**src/rtl/ber_enc_pkg.sv**
```systemverilog
// ----------------------------------------------------------------------------
// BER encoder package
// Widths, operation codes and the octet frame type shared by the encoder.
// ----------------------------------------------------------------------------
package ber_enc_pkg;

	localparam int OP_W       = 3;
	localparam int TAG_W      = 8;
	localparam int VALUE_W    = 32;
	localparam int OCTET_W    = 8;
	localparam int MAX_OCTETS = 7;
	localparam int CNT_W      = 3;

	// Operand bits that take part in the encoding; bit VALUE_BITS-1 is the sign.
	localparam int VALUE_BITS = 32;

	localparam logic [OP_W-1:0] OP_NULL   = 3'd0;
	localparam logic [OP_W-1:0] OP_BOOL   = 3'd1;
	localparam logic [OP_W-1:0] OP_SINT   = 3'd2;
	localparam logic [OP_W-1:0] OP_UINT   = 3'd3;
	localparam logic [OP_W-1:0] OP_HEADER = 3'd4;
	localparam logic [OP_W-1:0] OP_OID    = 3'd5;

	typedef struct packed {
		logic [MAX_OCTETS-1:0][OCTET_W-1:0] octets;
		logic [CNT_W-1:0]                   count;
	} frame_t;

endpackage

```
**src/rtl/ber_enc_if.sv**
```systemverilog
// ----------------------------------------------------------------------------
// BER encoder channels
// Valid/ready channels for input items and for encoded octets.
// ----------------------------------------------------------------------------
interface ber_enc_item_if
	import ber_enc_pkg::*;
();
	logic               valid;
	logic               ready;
	logic [OP_W-1:0]    op;
	logic [TAG_W-1:0]   tag;
	logic [VALUE_W-1:0] value;

	modport source (output valid, output op, output tag, output value, input ready);
	modport sink (input valid, input op, input tag, input value, output ready);
endinterface

interface ber_enc_octet_if
	import ber_enc_pkg::*;
();
	logic               valid;
	logic               ready;
	logic [OCTET_W-1:0] out_byte;
	logic               last;

	modport source (output valid, output out_byte, output last, input ready);
	modport sink (input valid, input out_byte, input last, output ready);
endinterface

```
**src/rtl/ber_enc_format.sv**
```systemverilog
// ----------------------------------------------------------------------------
// BER encoder formatter
// Builds the complete octet sequence of one registered item in one pass.
// ----------------------------------------------------------------------------
module ber_enc_format
	import ber_enc_pkg::*;
(
	input  logic [OP_W-1:0]    op,
	input  logic [TAG_W-1:0]   tag,
	input  logic [VALUE_W-1:0] value,
	output frame_t             frame
);

	localparam logic [VALUE_W-1:0] VALUE_MASK =
		VALUE_W'((64'd1 << VALUE_BITS) - 64'd1);
	localparam int SIGN_BIT = VALUE_BITS - 1;
	localparam int SEQ_W    = MAX_OCTETS * OCTET_W;

	// Left-aligns the low n octets of a five-octet word.
	function automatic logic [39:0] align_be(input logic [39:0] w, input logic [CNT_W-1:0] n);
		logic [39:0] r;
		begin
			case (n)
				3'd1:    r = w << 32;
				3'd2:    r = w << 24;
				3'd3:    r = w << 16;
				3'd4:    r = w << 8;
				default: r = w;
			endcase
			return r;
		end
	endfunction

	logic [VALUE_W-1:0] v;
	logic [VALUE_W-1:0] sv;
	logic [CNT_W-1:0]   sn;
	logic [CNT_W-1:0]   sig;
	logic [CNT_W-1:0]   un;
	logic               top_set;
	logic [34:0]        vx;
	logic [4:0][6:0]    grp;
	logic [CNT_W-1:0]   on;
	logic [CNT_W-1:0]   gi;
	logic [39:0]        oid_seq;
	logic [SEQ_W-1:0]   seq;
	logic [CNT_W-1:0]   cnt;

	always_comb begin
		v  = value & VALUE_MASK;
		sv = v[SIGN_BIT] ? (v | ~VALUE_MASK) : v;

		if (sv[31:7] == '0 || &sv[31:7]) begin
			sn = 3'd1;
		end else if (sv[31:15] == '0 || &sv[31:15]) begin
			sn = 3'd2;
		end else if (sv[31:23] == '0 || &sv[31:23]) begin
			sn = 3'd3;
		end else begin
			sn = 3'd4;
		end

		if (v[31:8] == '0) begin
			sig = 3'd1;
			top_set = v[7];
		end else if (v[31:16] == '0) begin
			sig = 3'd2;
			top_set = v[15];
		end else if (v[31:24] == '0) begin
			sig = 3'd3;
			top_set = v[23];
		end else begin
			sig = 3'd4;
			top_set = v[31];
		end
		un = sig + CNT_W'(top_set);

		vx = {3'b000, v};
		for (int i = 0; i < 5; i++) begin
			grp[i] = vx[7*i +: 7];
		end
		if (grp[4] != '0) begin
			on = 3'd5;
		end else if (grp[3] != '0) begin
			on = 3'd4;
		end else if (grp[2] != '0) begin
			on = 3'd3;
		end else if (grp[1] != '0) begin
			on = 3'd2;
		end else begin
			on = 3'd1;
		end
		oid_seq = '0;
		for (int k = 0; k < 5; k++) begin
			gi = on - 3'd1 - CNT_W'(k);
			if (CNT_W'(k) < on) begin
				oid_seq[39-8*k -: 8] = {(CNT_W'(k) < on - 3'd1), grp[gi]};
			end
		end

		case (op)
			OP_NULL: begin
				seq = {tag, 8'h00, 40'h0};
				cnt = 3'd2;
			end
			OP_BOOL: begin
				seq = {tag, 8'h01, ((v != '0) ? 8'hff : 8'h00), 32'h0};
				cnt = 3'd3;
			end
			OP_SINT: begin
				seq = {tag, 5'b0, sn, align_be({8'h00, sv}, sn)};
				cnt = 3'd2 + sn;
			end
			OP_UINT: begin
				seq = {tag, 5'b0, un, align_be({8'h00, v}, un)};
				cnt = 3'd2 + un;
			end
			OP_HEADER: begin
				if (v <= 32'd127) begin
					seq = {tag, v[7:0], 40'h0};
					cnt = 3'd2;
				end else begin
					seq = {tag, 5'b10000, sig, align_be({8'h00, v}, sig)};
					cnt = 3'd2 + sig;
				end
			end
			OP_OID: begin
				seq = {oid_seq, 16'h0};
				cnt = on;
			end
			default: begin
				seq = '0;
				cnt = '0;
			end
		endcase

		for (int k = 0; k < MAX_OCTETS; k++) begin
			frame.octets[k] = seq[SEQ_W-1-8*k -: 8];
		end
		frame.count = cnt;
	end

endmodule

```
**src/rtl/ber_enc_serializer.sv**
```systemverilog
// ----------------------------------------------------------------------------
// BER encoder serializer
// Holds one formatted frame and sends one octet per cycle while octet.ready.
// ----------------------------------------------------------------------------
module ber_enc_serializer
	import ber_enc_pkg::*;
(
	input  logic              clk,
	input  logic              arst_n,
	input  frame_t            frame,
	input  logic              frame_valid,
	output logic              frame_take,
	ber_enc_octet_if.source   octet
);

	frame_t           frame_q;
	logic [CNT_W-1:0] idx_q;
	logic             busy_q;
	logic             at_last;

	assign at_last    = (idx_q == frame_q.count - 3'd1);
	assign frame_take = !busy_q || (octet.ready && at_last);

	assign octet.valid    = busy_q;
	assign octet.out_byte = frame_q.octets[idx_q];
	assign octet.last     = at_last;

	always_ff @(posedge clk or negedge arst_n) begin
		if (!arst_n) begin
			busy_q <= 1'b0;
			idx_q  <= '0;
		end else if (frame_take) begin
			busy_q <= frame_valid && (frame.count != '0);
			idx_q  <= '0;
		end else if (octet.ready) begin
			idx_q <= idx_q + 3'd1;
		end
	end

	always_ff @(posedge clk) begin
		if (frame_take) begin
			frame_q <= frame;
		end
	end

endmodule

```
**src/rtl/ber_primitive_tlv_encoder.sv**
```systemverilog
// ----------------------------------------------------------------------------
// BER primitive TLV encoder
// Encodes null, boolean, integer, header and OID subidentifier items as BER.
// ----------------------------------------------------------------------------
// Each accepted item is registered, formatted in one pass and then sent as one
// octet per cycle while the output is ready, with last marking its final
// octet. Each item has 1 to 7 octets (none for the unused operation codes),
// and the octet serializer sets the sustained rate. An item passes through
// the input register and then the serializer's frame register before its
// first octet is offered, and the next item is taken while the current one
// is still being sent.
module ber_primitive_tlv_encoder
	import ber_enc_pkg::*;
(
	input  logic            clk,
	input  logic            arst_n,
	ber_enc_item_if.sink    item,
	ber_enc_octet_if.source octet
);

	logic               valid_s1;
	logic [OP_W-1:0]    op_s1;
	logic [TAG_W-1:0]   tag_s1;
	logic [VALUE_W-1:0] value_s1;
	frame_t             frame;
	logic               frame_take;

	assign item.ready = !valid_s1 || frame_take;

	always_ff @(posedge clk or negedge arst_n) begin
		if (!arst_n) begin
			valid_s1 <= 1'b0;
		end else if (item.valid && item.ready) begin
			valid_s1 <= 1'b1;
		end else if (frame_take) begin
			valid_s1 <= 1'b0;
		end
	end

	always_ff @(posedge clk) begin
		if (item.valid && item.ready) begin
			op_s1    <= item.op;
			tag_s1   <= item.tag;
			value_s1 <= item.value;
		end
	end

	ber_enc_format u_format (
		.op    (op_s1),
		.tag   (tag_s1),
		.value (value_s1),
		.frame (frame)
	);

	ber_enc_serializer u_serializer (
		.clk         (clk),
		.arst_n      (arst_n),
		.frame       (frame),
		.frame_valid (valid_s1),
		.frame_take  (frame_take),
		.octet       (octet)
	);

endmodule

```
**src/flat_wrapper.sv**
```systemverilog
// flat-port wrapper written by rule: the top's interface ports become plain ports
module ber_primitive_tlv_encoder_flat import ber_enc_pkg::*;
  (clk, arst_n, item_valid, item_op, item_tag, item_value, item_ready, octet_valid, octet_out_byte, octet_last, octet_ready);
  ber_enc_item_if item_i ();
  ber_enc_octet_if octet_i ();
  input  logic clk;
  input  logic arst_n;
  input wire logic [$bits(item_i.valid)-1:0] item_valid;
  input wire logic [$bits(item_i.op)-1:0] item_op;
  input wire logic [$bits(item_i.tag)-1:0] item_tag;
  input wire logic [$bits(item_i.value)-1:0] item_value;
  output wire logic [$bits(item_i.ready)-1:0] item_ready;
  output wire logic [$bits(octet_i.valid)-1:0] octet_valid;
  output wire logic [$bits(octet_i.out_byte)-1:0] octet_out_byte;
  output wire logic [$bits(octet_i.last)-1:0] octet_last;
  input wire logic [$bits(octet_i.ready)-1:0] octet_ready;
  assign item_i.valid = item_valid;
  assign item_i.op = item_op;
  assign item_i.tag = item_tag;
  assign item_i.value = item_value;
  assign item_ready = item_i.ready;
  assign octet_valid = octet_i.valid;
  assign octet_out_byte = octet_i.out_byte;
  assign octet_last = octet_i.last;
  assign octet_i.ready = octet_ready;
  ber_primitive_tlv_encoder u_core (.clk(clk), .arst_n(arst_n), .item(item_i), .octet(octet_i));
endmodule
```
**config.mk**
```make
export PLATFORM = sky130hd
export DESIGN_NAME = ber_primitive_tlv_encoder_flat
export DESIGN_NICKNAME = d
export VERILOG_FILES = /design/src/rtl/ber_enc_pkg.sv /design/src/rtl/ber_enc_if.sv /design/src/rtl/ber_enc_format.sv /design/src/rtl/ber_enc_serializer.sv /design/src/rtl/ber_primitive_tlv_encoder.sv /design/src/flat_wrapper.sv
export SDC_FILE = /design/constraint.sdc
export NUM_CORES = 1
export LEC_CHECK = 0
export ABC_AREA = 1
export BUFFER_PORTS_ARGS = -buffer_cell sky130_fd_sc_hd__buf_2
export CORE_AREA = 2 2 122 124
export DETAILED_ROUTE_END_ITERATION = 8
export DIE_AREA = 0 0 124 126
export PLACE_DENSITY = 0.87
export SLEW_MARGIN = 40
export SYNTH_ARGS = -nofsm -noshare
export SYNTH_HDL_FRONTEND = slang
export SYNTH_SLANG_ARGS = --single-unit
export TNS_END_PERCENT = 1
```
**constraint.sdc**
```tcl
create_clock -name clk -period 5.3 [get_ports clk]
set_input_delay 0.53 -clock clk [delete_from_list [all_inputs] [get_ports clk]]
set_output_delay 0.53 -clock clk [all_outputs]
set_load 0.01 [all_outputs]
```
# Word level (Yosys, flattened, before mapping)

Cells that the tools add are included.

Bits of input ports: 47
Register bits: 107
RAM bits: 0
Memories: 0
Output and inout port bits: 11
Logic and storage cells: 130
Bits in latches: 0
ROM bits: 0

Shift operators: 0
Add/subtract/negate cells: 11
Divide/modulo/power cells: 0
Multiplexer cells: 42
$mul: 0
Bitwise logic cells: 0
$lt $le $gt $ge: 17
Reductions and logical operators: 28
Equality and inequality tests: 18

Operators with widths:

| operator                                                         | count |
|---|---|
| case mux 40 bit (4 select lines)                                 | 3 |
| case mux 56 bit (6 select lines)                                 | 1 |
| binary-select mux 7 bit (select 3 bit)                           | 5 |
| two-way mux 8 bit                                                | 7 |
| two-way mux 48 bit                                               | 1 |
| two-way mux 7 bit                                                | 5 |
| two-way mux 3 bit                                                | 11 |
| less-or-equal comparator 32 x 7 -> 1 bit (second input constant) | 1 |
| nonzero test 32 bit                                              | 1 |
| logical NOT 25 bit                                               | 1 |
| AND reduction 25 bit                                             | 1 |
| binary-select mux 8 bit (select 3 bit)                           | 1 |
| == test 3 x 2 -> 1 bit (second input constant)                   | 8 |
| logical NOT 24 bit                                               | 1 |
| < comparator 3 x 4 -> 1 bit (second input constant)              | 6 |
| nonzero test 7 bit                                               | 3 |
| case mux 3 bit (6 select lines)                                  | 1 |
| logical NOT 17 bit                                               | 1 |
| AND reduction 17 bit                                             | 1 |
| logical NOT 16 bit                                               | 1 |
| == test 3 bit (second input constant)                            | 5 |
| == test 3 x 1 -> 1 bit (second input constant)                   | 4 |
| < comparator 1 x 3 -> 1 bit (first input constant)               | 4 |
| < comparator 2 x 3 -> 1 bit (first input constant)               | 4 |
| 20 further kinds                                                 | 39 |

# Depth between registers and ports, before layout

Word-level depth: 11
Depth in mapped cells: 19
Mapped depth without buffers: 18

# Cells and area by module

A second synthesis with hierarchy kept.

Cells, all modules: 1,222
Area, all modules: 8,505.7 sq um

By module, submodules not included:

| module                    | cells an instance | seq. area each (sq um) | times used | area each (sq um) |
|---|---|---|---|---|
| ber_enc_format            | 962               | 0.0                    | 1          | 4,580.6 |
| ber_enc_serializer        | 211               | 1,871.8                | 1          | 2,588.7 |
| ber_primitive_tlv_encoder | 49                | 1,316.3                | 1          | 1,336.3 |

# Worst setup path before layout

OpenSTA, ideal clock, no wires.

Path type: reg-to-reg
Start point: register u_core.u_serializer.frame_q[0] in the netlist's numbering
End point: register u_core.op_s1[0] (enable)
Data arrival time: 5.529 ns
Clock period less this slack: 5.927 ns
Buffers on the path: 0
Stages on the path, launching flop included: 11
Path slack: -0.627 ns
Setup time: 0.397 ns
Required time: 4.903 ns
Cell sequence: edfxtp_1 inv_1 ha_1 xnor2_1 a21oi_1 nand2_1 a21oi_1 inv_1 nand2_1 nand2_1 inv_1

Cells in the longest elaborated chain, start to end: 6

RTL lines:

| what                      | line                            | text |
|---|---|---|
| start, declared           | ber_enc_serializer.sv:16        | `frame_t frame_q;` |
| start signal, assigned    | ber_enc_serializer.sv:42        | `frame_q <= frame;` |
| subtractor 3 x 1 -> 3 bit | ber_enc_serializer.sv:21        | `assign at_last = (idx_q == frame_q.count - 3'd1);` |
| == test 3 bit             | ber_enc_serializer.sv:21        |  |
| logical AND 1 bit         | ber_enc_serializer.sv:22        | `assign frame_take = !busy_q \|\| (octet.ready && at_last);` |
| logical OR 1 bit          | ber_enc_serializer.sv:22        |  |
| via u_core.frame_take     | ber_primitive_tlv_encoder.sv:26 | `logic frame_take;` |
| logical OR 1 bit          | ber_primitive_tlv_encoder.sv:28 | `assign item.ready = !valid_s1 \|\| frame_take;` |
| via item_ready            | flat_wrapper.sv:12              | `output wire logic [$bits(item_i.ready)-1:0] item_ready;` |
| logical AND 1 bit         | ber_primitive_tlv_encoder.sv:41 | `if (item.valid && item.ready) begin` |
| end signal, assigned      | ber_primitive_tlv_encoder.sv:42 | `op_s1 <= item.op;` |
| end, declared             | ber_primitive_tlv_encoder.sv:22 | `logic [OP_W-1:0] op_s1;` |

The timed path passes the listed nets, and every way through them passes these cells.
A chain may end at the register's enable or synchronous reset.

==> results.md <==
- Status: finished, violations left
- Failing checks: DRC
- Routed WL: 32900 um
- Largest stage delay, worst path: 0.61 ns
- Setup_tns: 0 ns
- Post-Synth XOR/XNOR Area: 0.0107
- Layout cells sized above 1: 0.142
- Port Buffers: 57
- Gates resized, CTS repair: 0
- HPWL Detailed: 23800 um
- Top delay family on crit path: simple AND/OR/NAND/NOR gates
- Critical-path top delay cell: edfxtp_1
- Slew Viols, Final: 0
- Worst Path Buf+Inv: 3
- Postcts setup bufs: 0
- Post-Synth Simple-Gate Area: 0.319
- Crit Reg-Reg Startpoint: u_core.value_s1[20]
- Ports: 58
- Final Power: 3.56 mW
- Setup violations, final: 0
- Hold Vio Cnt, Final: 0
- Post-synthesis adder-cell area fraction: 0.0144
- Initial antenna violation count: 0
- Max clock buf depth: 2
- Clk sinks: 107
- Synth warn: 0
- Worst Skew: 0.00988 ns
- Worst-skew pair later-pin latency: 0.37 ns
- Cts-stage hold buffer count: 1
- Hold depth: 1
- Worst-path clk slew: 0.08 ns
- Worst hold path class: input pin to flip-flop
- Post-synthesis mux area share: 0
- CP endpoint kind: flip-flop
- Prevailing post-synth register cell: edfxtp_1
- Die Y: 126 um
- VDD IR max: 0.210 mV
- Mapped Cells: 1049
- GP Congestion: 1.14
- Largest net degree at the start of global routing: 62
- Distinct cells, synth: 47
- Inserted Diodes: 0
- P per Cell Area: 422 nW/um2
- Starting Density: 0.547
- RSZ-0062 raised after global routing: false
- Number of global-route vias before repair: 7619
- Startpoint types: flip-flop
- CP max FO: 58
- GR Overflow Total: 0
- First-pass detailed-route iteration total: 9
- Combinational family with the most area after synthesis: simple AND/OR/NAND/NOR gates
- Fmax: 250 MHz
- Total CTS buffers: 9
- Site row count: 44
- DR vias/cell: 6.59
- Wire length per cell: 26.0 um
- First-pass GRT wire length: 47500 um
- Die Footprint: 15600 um2
- Worst EP required: 5.49 ns
- Synth Register Bits: 107
- Synth Area in Compound Gates: 0.163
- Synthesized Nets: 1105
- Total track usage: 0.426
- M2 GR Usage: 0.625
- Seq/Total Area, Yosys: 0.407
- Post-synth EDFFs: 102
- Drt drc: 1
- Vias: 8345
- DR iter-0 viols: 1358
- Met1 GRT Util: 0.560
- Final min period: 4.00 ns
- Hold_sp: item_value[29]
- Slew headroom: 0.414
- CTS tree: yes
- Fin crit share: 0.754
- Average size of a mapped cell: 7.46 um2
- Worst Path Arrival: 4.19 ns
- Leakage: 3.46 nW
- Worst Hold End: u_core.value_s1[29]
- Clock Tree Root: clkbuf_16
- Max H-tree Level: 3
- Reg2reg end: u_core.u_serializer.frame_q[20]
- Met3 Use GR: 0.110
- Tightest Pin Transition: 0.876 ns
- Reg-to-reg slack, setup: 1.30 ns
- Crit path kind: flip-flop to flip-flop
- Fillers: 1334
- Nets@finish: 1134
- Maxcap violations: 0
- Synthesis-to-finish area growth: 7.72%
- Worst Reg-to-Reg Cells: 11
- Core Area: 14300 um2
- Asr flop ratio synth: 0.0467
- Die width: 124 um
- Synthesized cell area: 7830 um2
- Global route hottest layer: met2
- Crit path cell chain: inv_1, nand4_2, o21ai_2, nand2_4, ha_1, clkinv_1, ha_1, inv_1, nor2_1, o21ai_0, nand3_1
- Antenna-violating nets left: 0
[worst max path at each step]
stage,startpoint,end,slack (ns),depth (start not counted)
floorplan,u_core.u_serializer.frame_q[0],u_core.op_s1[0],0.71,10
global placement,u_core.value_s1[13],u_core.u_serializer.frame_q[20],1.53,12
detailed placement,u_core.value_s1[20],u_core.u_serializer.frame_q[20],1.50,11
CTS,u_core.value_s1[20],u_core.u_serializer.frame_q[20],1.47,11
global route,u_core.value_s1[20],u_core.u_serializer.frame_q[20],1.25,11
finish,u_core.value_s1[20],u_core.u_serializer.frame_q[20],1.30,11
[through the flow]
step,hold WS (ns),area [um2],cells,setup slack [ns],utilization
floorplan,0.234,7830,1049,0.710,-
CTS,0.336,8430,1267,1.47,0.589
global placement,0.347,8130,1250,1.53,0.568
global route,0.334,8430,1267,1.25,0.589
finish,0.332,8430,1267,1.30,0.589
detailed placement,0.351,8130,1250,1.50,0.568
[final cells by class]
| class | count | area [um2] | share of cell area |
|---|---|---|---|
| clock buffers | 9 | 225 | 0.0267 |
| clock inverters | 7 | 60.1 | 0.00712 |
| inverters | 90 | 338 | 0.0401 |
| multi-input cells | 798 | 3990 | 0.473 |
| flip-flops and latches | 107 | 3190 | 0.378 |
| well taps | 184 | 230 | 0.0273 |
| repair buffers | 72 | 400 | 0.0475 |
[cell families (layout without fill, tap and decap cells)]
kind of cell | count (synthesis) | count (layout)
and+or+nand+nor | 560 | 560
AOI/OAI and AO/OA | 222 | 222
buffers and inverters | 144 | 178
DFF | 107 | 107
adders and majority gates | 9 | 9
xor gates and xnor gates | 7 | 7
[registers in the layout (all words and copies together), names as in the netlist]
signal,cells
u_core.valid_s1,1
u_core.tag_s1,8
u_core.u_serializer.octet.valid,1
u_core.op_s1,3
u_core.u_serializer.frame_q,59
u_core.value_s1,32
u_core.u_serializer.idx_q,3
[layer usage]
layer / wire length [um] / vias up
met5: 0 / -
met4: 2460 / 0
met3: 4580 / 173
met2: 14000 / 727
met1: 11900 / 3793
li1: - / 3652
[cell usage in the layout (no fill, tap or decap), types with 14 or more instances in the layout]
cell and n:
o21ai_0 89, nand3_1 98, nand2_2 18, nand2_1 258, edfxtp_1 102, inv_1 73, buf_4 14, nor3_1 17
buf_2 57, nand4_1 15, nor2_1 128, a21oi_1 22, o21ai_1 31, o22ai_1 35
[power breakdown]
part	leakage (nW)	internal, mW	total [mW]	switching (mW)
combinational	2.32	0.419	1.44	1.02
sequential	0.999	1.20	1.45	0.255
clock	0.135	0.327	0.673	0.346
total	3.46	1.94	3.56	1.62
[synth_stat cells, types with 3 or more instances]
cell type / instances / area (um2)
a21oi_1: 23 / 115
a22oi_1: 5 / 37.5
a31oi_1: 8 / 50.1
buf_2: 18 / 90.1
buf_4: 5 / 37.5
buf_6: 9 / 101
clkbuf_1: 19 / 71.3
clkinv_1: 5 / 18.8
dfrtp_1: 5 / 125
edfxtp_1: 102 / 3060
ha_1: 9 / 113
inv_1: 73 / 274
inv_2: 12 / 45.0
nand2_1: 258 / 968
nand2_2: 18 / 113
nand2_4: 4 / 45.0
nand3_1: 99 / 495
nand3_2: 3 / 30.0
nand4_1: 15 / 93.8
nor2_1: 130 / 488
nor2_2: 3 / 18.8
nor2_4: 6 / 67.6
nor3_1: 17 / 85.1
o211ai_1: 12 / 90.1
o21ai_0: 89 / 445
o21ai_1: 31 / 155
o21ai_2: 5 / 43.8
o22ai_1: 35 / 219
o32ai_1: 4 / 35.0
xor2_2: 3 / 48.8
(Power assumes the default switching activity.)
